$ cat src/rtl/tpom_pkg.sv
`default_nettype none
package tpom_pkg;
	localparam int TAPS = 12;
	localparam int PHASES = 4;
	localparam int COEF_SHIFT = 13;
	localparam int PEAK_BITS = 50;
	localparam int COEF_BITS = 14;
	localparam int TAP_IDX_BITS = 4;
	localparam int PHASE_IDX_BITS = 2;

	function automatic logic signed [COEF_BITS-1:0] coef(input logic [PHASE_IDX_BITS-1:0] p,
		input logic [TAP_IDX_BITS-1:0] k);
		int c;
		c = 0;
		case ({p, k})
			6'h00: c = 14;    6'h01: c = 90;    6'h02: c = -161;  6'h03: c = 272;
			6'h04: c = -487;  6'h05: c = 1125;  6'h06: c = 7964;  6'h07: c = -838;
			6'h08: c = 390;   6'h09: c = -218;  6'h0a: c = 122;   6'h0b: c = -68;
			6'h10: c = -239;  6'h11: c = 240;   6'h12: c = -424;  6'h13: c = 730;
			6'h14: c = -1364; 6'h15: c = 3810;  6'h16: c = 6388;  6'h17: c = -1641;
			6'h18: c = 832;   6'h19: c = -477;  6'h1a: c = 271;   6'h1b: c = -155;
			6'h20: c = -155;  6'h21: c = 271;   6'h22: c = -477;  6'h23: c = 832;
			6'h24: c = -1641; 6'h25: c = 6388;  6'h26: c = 3810;  6'h27: c = -1364;
			6'h28: c = 730;   6'h29: c = -424;  6'h2a: c = 240;   6'h2b: c = -239;
			6'h30: c = -68;   6'h31: c = 122;   6'h32: c = -218;  6'h33: c = 390;
			6'h34: c = -838;  6'h35: c = 7964;  6'h36: c = 1125;  6'h37: c = -487;
			6'h38: c = 272;   6'h39: c = -161;  6'h3a: c = 90;    6'h3b: c = 14;
			default: c = 0;
		endcase
		return COEF_BITS'(c);
	endfunction
endpackage
`default_nettype wire

$ cat src/rtl/tpom_tap_cell.sv
`default_nettype none
// One delay-line cell per channel pair: shift on load, rotate during compute.
module tpom_tap_cell #(
	parameter int W = 24
) (
	input  wire logic                clk,
	input  wire logic                arst_n,
	input  wire logic                load,
	input  wire logic                rotate,
	input  wire logic signed [W-1:0] l_in,
	input  wire logic signed [W-1:0] r_in,
	output logic signed [W-1:0]      l_q,
	output logic signed [W-1:0]      r_q
);
	always_ff @(posedge clk or negedge arst_n) begin
		if (!arst_n) begin
			l_q <= '0;
			r_q <= '0;
		end else if (load || rotate) begin
			l_q <= l_in;
			r_q <= r_in;
		end
	end
endmodule
`default_nettype wire

$ cat src/rtl/tpom_mac.sv
`default_nettype none
// Shared multiply-accumulate, floor shift, square, saturate.
module tpom_mac #(
	parameter int W = 24
) (
	input  wire logic                  clk,
	input  wire logic signed [W-1:0]   smp,
	input  wire logic signed [tpom_pkg::COEF_BITS-1:0] cf,
	input  wire logic                  first,
	input  wire logic                  mac_en,
	output logic [tpom_pkg::PEAK_BITS-1:0] sq
);
	localparam int AW = W + tpom_pkg::COEF_BITS + 4;
	localparam int HB = tpom_pkg::PEAK_BITS / 2;
	logic signed [W+tpom_pkg::COEF_BITS-1:0] prod;
	logic signed [AW-1:0] acc_q;
	logic signed [AW-1:0] shifted;
	logic [AW-1:0] mag;
	logic [2*HB-1:0] mag_sq;
	assign prod = smp * cf;
	always_ff @(posedge clk) begin
		if (mac_en)
			acc_q <= (first ? AW'(0) : acc_q) + AW'(prod);
	end
	always_comb begin
		shifted = acc_q >>> tpom_pkg::COEF_SHIFT;
		mag = shifted[AW-1] ? AW'(-shifted) : AW'(shifted);
		mag_sq = mag[HB-1:0] * mag[HB-1:0];
		if (mag >= (AW'(1) << HB))
			sq = '1;
		else
			sq = mag_sq[tpom_pkg::PEAK_BITS-1:0];
	end
endmodule
`default_nettype wire

$ cat src/rtl/true_peak_oversampling_meter_core.sv
`default_nettype none
// channel | signals                                         | direction
// in      | in_valid in_stall left_sample right_sample last_of_block | to block
// out     | out_valid out_stall peak_square                 | from block
// An item is loaded on accept, then runs 96 MAC steps (2 channels x 4 phases
// x 12 taps on one multiplier, delay-line cells rotating), plus one compare.
// The result word sits in an output register; the next item is taken only
// after it leaves.
// Reset clears the cells, the peak and the sequencer.
// A stalled result holds until taken.
module true_peak_oversampling_meter_core #(
	parameter int SAMPLE_BITS = 24
) (
	input  wire logic                         clk,
	input  wire logic                         arst_n,
	input  wire logic                         in_valid,
	output logic                              in_stall,
	input  wire logic signed [SAMPLE_BITS-1:0] left_sample,
	input  wire logic signed [SAMPLE_BITS-1:0] right_sample,
	input  wire logic                         last_of_block,
	output logic                              out_valid,
	input  wire logic                         out_stall,
	output logic [tpom_pkg::PEAK_BITS-1:0]    peak_square
);
	localparam int T = tpom_pkg::TAPS;

	typedef enum logic [2:0] {
		ST_IDLE = 3'b001,
		ST_RUN  = 3'b010,
		ST_DONE = 3'b100
	} state_t;

	state_t state_q;
	logic [tpom_pkg::TAP_IDX_BITS-1:0] tap_q;
	logic [tpom_pkg::PHASE_IDX_BITS-1:0] ph_q;
	logic chan_q, last_q, step_q;
	logic [tpom_pkg::PEAK_BITS-1:0] peak_q;
	logic [tpom_pkg::PEAK_BITS-1:0] peak_next;
	logic signed [SAMPLE_BITS-1:0] lc [T];
	logic signed [SAMPLE_BITS-1:0] rc [T];
	logic [tpom_pkg::PEAK_BITS-1:0] sq;
	logic accept, load, rotate, done_step;

	assign accept = in_valid && !in_stall;
	assign in_stall = (state_q != ST_IDLE) || out_valid;
	assign load = accept;
	// rotate the channel ring being read, 12 steps per phase bring it back
	assign rotate = (state_q == ST_RUN);

	// cell 0 is the newest sample; data walks toward cell T-1
	for (genvar i = 0; i < T; i++) begin : g_cell
		logic signed [SAMPLE_BITS-1:0] l_in, r_in;
		always_comb begin
			if (load) begin
				l_in = (i == 0) ? left_sample : lc[(i+T-1)%T];
				r_in = (i == 0) ? right_sample : rc[(i+T-1)%T];
			end else begin
				l_in = chan_q ? lc[i] : lc[(i+1)%T];
				r_in = chan_q ? rc[(i+1)%T] : rc[i];
			end
		end
		tpom_tap_cell #(.W(SAMPLE_BITS)) u_cell (
			.clk(clk), .arst_n(arst_n), .load(load), .rotate(rotate),
			.l_in(l_in), .r_in(r_in), .l_q(lc[i]), .r_q(rc[i])
		);
	end

	tpom_mac #(.W(SAMPLE_BITS)) u_mac (
		.clk(clk),
		.smp(chan_q ? rc[0] : lc[0]),
		.cf(tpom_pkg::coef(ph_q, tap_q)),
		.first(tap_q == '0),
		.mac_en(rotate),
		.sq(sq)
	);

	assign done_step = rotate && (tap_q == 4'(T-1)) && chan_q && (ph_q == 2'(tpom_pkg::PHASES-1));

	// fold the square of the sum just closed
	assign peak_next = (step_q && sq > peak_q) ? sq : peak_q;

	always_ff @(posedge clk or negedge arst_n) begin
		if (!arst_n) begin
			state_q <= ST_IDLE;
			tap_q <= '0;
			ph_q <= '0;
			chan_q <= 1'b0;
			last_q <= 1'b0;
			step_q <= 1'b0;
			peak_q <= '0;
			out_valid <= 1'b0;
			peak_square <= '0;
		end else begin
			if (out_valid && !out_stall)
				out_valid <= 1'b0;
			step_q <= rotate && (tap_q == 4'(T-1));
			// drop the peak once the block's result is latched into the output register
			if (state_q == ST_DONE && last_q)
				peak_q <= '0;
			else
				peak_q <= peak_next;
			unique case (state_q)
				ST_IDLE: begin
					if (accept) begin
						state_q <= ST_RUN;
						last_q <= last_of_block;
						tap_q <= '0;
						ph_q <= '0;
						chan_q <= 1'b0;
					end
				end
				ST_RUN: begin
					if (tap_q == 4'(T-1)) begin
						tap_q <= '0;
						chan_q <= !chan_q;
						if (chan_q)
							ph_q <= ph_q + 1'b1;
					end else begin
						tap_q <= tap_q + 1'b1;
					end
					if (done_step)
						state_q <= ST_DONE;
				end
				ST_DONE: begin
					state_q <= ST_IDLE;
					if (last_q) begin
						out_valid <= 1'b1;
						peak_square <= peak_next;
					end
				end
				default: state_q <= ST_IDLE;
			endcase
		end
	end

	a_no_accept_busy: assert property (@(posedge clk) disable iff (!arst_n)
		(state_q != ST_IDLE) |-> !accept) else $error("accept while busy");
	a_run_len: assert property (@(posedge clk) disable iff (!arst_n)
		accept |=> (state_q == ST_RUN)) else $error("accept did not start run");
	a_out_hold: assert property (@(posedge clk) disable iff (!arst_n)
		(out_valid && out_stall) |=> out_valid && $stable(peak_square))
		else $error("result dropped");
	a_peak_cleared: assert property (@(posedge clk) disable iff (!arst_n)
		$rose(out_valid) |-> (peak_q == '0)) else $error("peak not cleared");
endmodule
`default_nettype wire

$ cat config.mk
export PLATFORM = sky130hd
export DESIGN_NAME = true_peak_oversampling_meter_core
export DESIGN_NICKNAME = d
export VERILOG_FILES = /design/src/rtl/tpom_pkg.sv /design/src/rtl/tpom_tap_cell.sv /design/src/rtl/tpom_mac.sv /design/src/rtl/true_peak_oversampling_meter_core.sv
export SDC_FILE = /design/constraint.sdc
export NUM_CORES = 2
export LEC_CHECK = 0
export ABC_AREA = 1
export BUFFER_PORTS_ARGS = -buffer_cell sky130_fd_sc_hd__buf_2
export CAP_MARGIN = 20
export CORE_MARGIN = 3
export CORE_UTILIZATION = 45
export DETAILED_ROUTE_END_ITERATION = 8
export SLEW_MARGIN = 25
export SYNTH_ARGS = -nofsm -noshare
export SYNTH_HDL_FRONTEND = slang
export SYNTH_SLANG_ARGS = --single-unit
$ cat constraint.sdc
create_clock -name clk -period 14 [get_ports clk]
set_input_delay 1.4 -clock clk [delete_from_list [all_inputs] [get_ports clk]]
set_output_delay 1.4 -clock clk [all_outputs]
set_load 0.03 [all_outputs]
; ---- After elaboration in Yosys (flattened, before gate mapping)
; Memories as Yosys holds them, arrays and structs flattened.
; Index checks and enable logic that the tools add are counted.
[op_classes]
n_addsub = 4
mul = 2
magnitude_cmp = 2
n_eq_ne = 11
mux = 70
n_reduce_logical = 23
[ops]
columns = cell, n
row1 = $mux W24, 49
row2 = $mux W50, 3
row3 = $mux W42, 2
row4 = $gt A50 B50 Y1, 1
row5 = $mul A25 B25 Y50, 1
row6 = $add A42 B38 Y42, 1
row7 = $ge A42 B26 Y1 const B, 1
row8 = $neg A29 Y42, 1
row9 = $mul A24 B14 Y38, 1
row10 = $reduce_and A2 Y1, 6
row11 = $mux W4, 2
row12 = $pmux W4 S2, 1
row13 = $logic_and A1 B1 Y1, 7
row14 = $mux W2, 3
row15 = $mux W3, 2
row16 = $ne A2 B2 Y1 const B, 3
row17 = $pmux W3 S2, 1
row18 = $mux W1, 5
row19 = $add A4 B1 Y4 const B, 1
row20 = $eq A4 B4 Y1 const B, 1
row21 = $logic_not A4 Y1, 1
row22 = $ne A2 B1 Y1 const B, 2
row23 = $pmux W2 S2, 1
row24 = $reduce_and A4 Y1, 1
row25 = other kinds (11), 15
[word_totals]
ff_bits = 731
rom_bits = 2048
input_bits = 53
wordCells = 147
mem_count = 1
[mem_list]
columns = name, depth, width, rd, rd_ports_with_merged_regs, wr, line_no
row1 = (no name shown), 64, 32, 1, 0, 0, tpom_pkg.sv:15  ; case ({p, k})

; ---- Depth between registers and ports, before layout
[depth]
word_depth = 8
mapped_depth = 59
ltp_nobuf = 56

; ---- Hierarchy
; Synthesis repeated with hierarchy kept, for this count alone.
[unflattened]
hier_cells = 10668
hier_area_um2 = 78504.0
[modules_own_cells]
columns = mod, n_inst, cells_per_inst, area_each_um2
row1 = tpom_mac, 1, 4522, 35833.1
row2 = tpom_tap_cell, 12, 208, 1940.6
row3 = true_peak_oversampling_meter_core, 1, 3650, 19383.6

; ---- Worst setup path before layout
; No wires, ideal clock.
[synth_timing]
path_kind = register to register
startpoint = register u_mac.acc_q[13]
endpoint = register peak_square[48] in the netlist's numbering
arrival_ps = 9146
required_ps = 13882
setup_slack_ps = 4736
path_stages_with_launch = 52
path_buffers = 4
path_cell_list = edfxtp_1 inv_2 buf_1 ha_1 nand3_4 nor2_4 inv_2 or4_1 nand2_1 nand2_1 nand2_2 inv_1 buf_2 nor2_1 inv_1 fa_1 inv_1 fa_1 (+16 left out) nor2_1 inv_1 ha_1 nand2_1 nor2_1 nand4_1 inv_1 nand3_1 nor2_1 nand2_1 inv_1 nor2_1 nor2_2 buf_4 buf_2 nand2_1 nand3_1 nand2_1
[synth_between]
elab_chain_len = 7
word_cells_on_any_way = 8
classes_between = add/sub: 1 / mul: 1 / order compare: 2 / mux: 3 / reduce/logical: 1
[synth_lines]
columns = element, line_no
row1 = start: declaration, tpom_mac.sv:16  ; logic signed [AW-1:0] acc_q;
row2 = start signal: assignment, tpom_mac.sv:23  ; acc_q <= (first ? AW'(0) : acc_q) + AW'(prod);
row3 = $neg A29 Y42, tpom_mac.sv:27  ; mag = shifted[AW-1] ? AW'(-shifted) : AW'(shifted);
row4 = $mux W42 (*), tpom_mac.sv:27
row5 = $mul A25 B25 Y50 or $ge A42 B26 Y1 (tied branches), "tpom_mac.sv:28, tpom_mac.sv:29"
row6 = $mux W50 (*), tpom_mac.sv:29  ; if (mag >= (AW'(1) << HB))
row7 = $gt A50 B50 Y1, true_peak_oversampling_meter_core.sv:80  ; assign peak_next = (step_q && sq > peak_q) ? sq : peak_q;
row8 = $logic_and A1 B1 Y1, true_peak_oversampling_meter_core.sv:80
row9 = $mux W50 (*), true_peak_oversampling_meter_core.sv:80
row10 = end signal: assignment, true_peak_oversampling_meter_core.sv:128  ; peak_square <= peak_next;
row11 = end: declaration, true_peak_oversampling_meter_core.sv:23  ; output logic [tpom_pkg::PEAK_BITS-1:0] peak_square
; Mark *: on every way between the ends. The rest lies on a longest branch, timed or not.
; A chain may end at the register's enable or synchronous reset.

; ---- Final worst setup path
[layout_timing]
startpoint = register u_mac.acc_q[13]
endpoint = register peak_q[11] in the netlist's numbering
[layout_between]
elab_chain_len = 8
word_cells_on_any_way = 9
classes_between = add/sub: 1 / mul: 1 / order compare: 2 / mux: 4 / reduce/logical: 1
[layout_lines]
columns = element, line_no
row1 = $neg A29 Y42, tpom_mac.sv:27
row2 = $mux W42 (*), tpom_mac.sv:27
row3 = $mul A25 B25 Y50 or $ge A42 B26 Y1 (tied branches), "tpom_mac.sv:28, tpom_mac.sv:29"
row4 = $mux W50 (*), tpom_mac.sv:29
row5 = $gt A50 B50 Y1, true_peak_oversampling_meter_core.sv:80
row6 = $logic_and A1 B1 Y1, true_peak_oversampling_meter_core.sv:80
row7 = $mux W50 (*), true_peak_oversampling_meter_core.sv:80
row8 = $mux W50 (*), true_peak_oversampling_meter_core.sv:98  ; if (state_q == ST_DONE && last_q)
row9 = end signal: assignment, true_peak_oversampling_meter_core.sv:101  ; peak_q <= peak_next;
row10 = end: declaration, true_peak_oversampling_meter_core.sv:37  ; logic [tpom_pkg::PEAK_BITS-1:0] peak_q;
; Marks and branches as above.

==> results.py <==
metrics = {
    "run_status": {
        "outcome": "finished, final reports clean",
    },
    "setup_path": {
        "crit_fanout": 69,
        "arrival_ps": 12520,
        "r2r_cells": 44,
        "crit_top_cell": "nand2_1",
        "slowest_stage": "buf_4",
        "worstSetupPathType": "flop to flop",
        "end_kind": "flop",
        "reg2reg_slack_ps": 2060,
        "worstSetupStartpointType": "flop",
        "timing.rr.start": "u_mac.acc_q[13]$_DFFE_PP_",
        "critPathRequiredTime_ps": 14580,
        "slowest_delay_ps": 710,
        "reg2reg_to": "peak_q[11]$_DFF_PN0_",
    },
    "synth": {
        "yosys-top-cells-count": "inv_1 (1987), nand2_1 (1456), o21ai_0 (1273), fa_1 (854), dfrtp_1 (688)",
        "yosysTopAreaCell": "dfrtp_1",
        "syn-instance-count": 8515,
        "netlist_area_mm2": 0.0691,
        "ys_types": 59,
        "ys_warn_count": 0,
        "async_flop_share_pct": 94.3,
        "synth_edf_count": 42,
        "synthTopCellsByArea": "dfrtp_1 (25%), fa_1 (25%), inv_1 (11%)",
        "synth-seq-cells": 731,
        "ys_seq_area_share_pct": 26.8,
        "synth_most_common_cell": "inv_1",
        "synth_top_area_share_pct": 24.9,
        "synth_area_per_cell_um2": 8.12,
        "syn_nets": 9777,
        "synth_ff_type": "dfrtp_1",
    },
    "placed_design": {
        "dpl.cell_count": 10300,
        "gp_congestion": 0.938,
        "post-dp-hpwl_um": 138000,
        "io_buffers": 104,
        "placed_area_mm2": 0.0713,
    },
    "sta": {
        "slew_headroom_pct": 27.0,
        "final_max_slew_viol_count": 0,
        "min_period_over_period_pct": 85.3,
        "fmax_mhz": 83.7,
        "finalSetupTns_ps": 0,
        "min_period_ps": 11940,
        "finalSetupViolCount": 0,
        "skew_ps": 41.0,
        "hold_viol_final": 0,
        "tightest_slew_ps": 1090,
        "rsz0062_at_grt": "no",
    },
    "min_path": {
        "min_to": "peak_square[4]$_DFFE_PN0P_",
        "hp-class": "flop to flop",
        "min_from": "peak_square[4]$_DFFE_PN0P_",
        "holdPathStages": 2,
    },
    "floorplanning": {
        "core_mm2": 0.152,
        "fp.dieW_um": 398,
        "dieArea_mm2": 0.158,
        "pin_count": 105,
        "start_util_pct": 45.4,
        "num_rows": 143,
        "dieHeight_um": 398,
    },
    "global_routing": {
        "grt_max_degree": 327,
        "antenna_found_initial": 11,
        "gr-total-overflow": 0,
        "grt_pass1_vias": 55600,
        "track_usage_pct": 23.8,
        "grt_pass1_wl_um": 302000,
    },
    "clock_tree": {
        "cts_root_buf": "clkbuf_16",
        "clk_latency_ps": 700,
        "clk_pin_slew_ps": 70,
        "clock-sinks": 731,
        "postCtsSetupRepairBufs": 0,
        "cts_resized": 0,
        "cts_buffers": 87,
        "htreeDepth": 3,
        "cts_hold_buf": 0,
        "cts_tree": "yes",
        "clock_path_buffers": 3,
    },
    "cells_and_area": {
        "fill_cells": 14800,
        "num-nets-final": 9648,
        "multi_input_area_mm2": 0.0416,
        "layout.cells.non_filler": 10500,
        "syn2layout_area_growth_pct": 7.51,
        "regArea_mm2": 0.0185,
        "final_area_mm2": 0.0743,
        "layout-drive-gt1-share_pct": 4.77,
    },
    "route": {
        "via_per_inst": 5.19,
        "first_pass_iters": 7,
        "ant_nets": 0,
        "drc": 0,
        "post_drt_wl_per_cell_um": 17.4,
        "totalWireLength_um": 183000,
        "drt-initial-drc-count": 4086,
        "num_vias": 54400,
    },
    "job": {
        "cap_violations": 0,
    },
}
how the worst max path moves through the flow:
stage / startpoint / end / slack (ps) / cells past startpoint
global route: u_mac.acc_q[13]$_DFFE_PP_ / peak_q[39]$_DFF_PN0_ / 1180 / 45
global placement: u_mac.acc_q[13]$_DFFE_PP_ / peak_q[49]$_DFF_PN0_ / 1930 / 46
detailed placement: u_mac.acc_q[13]$_DFFE_PP_ / peak_q[11]$_DFF_PN0_ / 2170 / 49
finish: u_mac.acc_q[13]$_DFFE_PP_ / peak_q[11]$_DFF_PN0_ / 2060 / 44
CTS: u_mac.acc_q[13]$_DFFE_PP_ / peak_q[11]$_DFF_PN0_ / 2150 / 49
floorplan: u_mac.acc_q[13]$_DFFE_PP_ / peak_square[48]$_DFFE_PN0P_ / 4740 / 51
cells by family (layout without fill, tap and decap cells):
kind of cell | after synthesis | in the layout | share of synthesized area (%)
AO/OA/AOI/OAI | 1816 | 1816 | 14.5
XOR/XNOR | 82 | 82 | 1.04
adder cells (fa/ha/maj) | 1209 | 1209 | 31.2
buffers and inverters | 2401 | 2336 | 13.2
flip-flops | 731 | 731 | 26.8
other | 0 | 3 | 0
AND/OR/NAND/NOR | 2276 | 2276 | 13.3
cell usage in the layout, fill, tap and decap left out, drive strengths merged, types with 3 or more instances in the layout:
cell	n
o211ai	300
bufinv	3
o22ai	3
nand3	147
fa	854
nor4	9
nor2	539
and2	14
xor2	50
dfrtp	688
nor3	20
o21bai	13
a21o	7
inv	2001
edfxtp	42
o21a	10
or2	11
o21ai	1304
nand4	40
diode	3
a21oi	155
nand2	1487
o221ai	5
clkinv	25
clkbuf	126
buf	180
ha	355
a31oi	7
nand3b	4
xnor2	32
state kept, by name, summed over array words and instances (netlist names):
name,cells
peak_square,50
state_q,3
out_valid,1
chan_q,1
ph_q,2
step_q,1
last_q,1
g_cell.u_cell.r_q,288
u_mac.acc_q,42
peak_q,50
tap_q,4
g_cell.u_cell.l_q,288
routing by layer:
metal | GRT usage [%] | wire length [um]
met1 | 32.6 | 80100
met2 | 39.3 | 86500
met3 | 3.19 | 9830
met4 | 7.36 | 6320
met5 | 0 | 72
worst max-delay path, delay by kind of cell (launching register included):
family | cells | cell delay [ps]
and+or+nand+nor | 23 | 4020
AOI/OAI and AO/OA | 1 | 230
adders and majority gates | 10 | 4680
buffers and inverters | 10 | 2250
DFF | 1 | 590
area by class of cell:
class | instances | share of cell area, %
Clock buffer | 126 | 3.41
Inverter | 2003 | 10.1
Tap cell | 2030 | 3.42
Sequential cell | 731 | 24.9
Multi-Input combinational cell | 5383 | 56.0
Antenna cell | 3 | 0.0101
Clock inverter | 27 | 0.473
Timing Repair Buffer | 180 | 1.71
per-stage QoR:
| step | hold WS (ps) | setup WS, ps | util (%) |
|---|---|---|---|
| after floorplan | 449 | 4740 | - |
| after global placement | 464 | 1930 | 46.8 |
| after detailed placement | 462 | 2170 | 46.8 |
| after CTS | 477 | 2150 | 48.7 |
| after global routing | 502 | 1180 | 48.8 |
| final | 470 | 2060 | 48.8 |
Power is not shown: default switching activity piles up to over one toggle a cycle in this logic, so the estimate is an artifact.
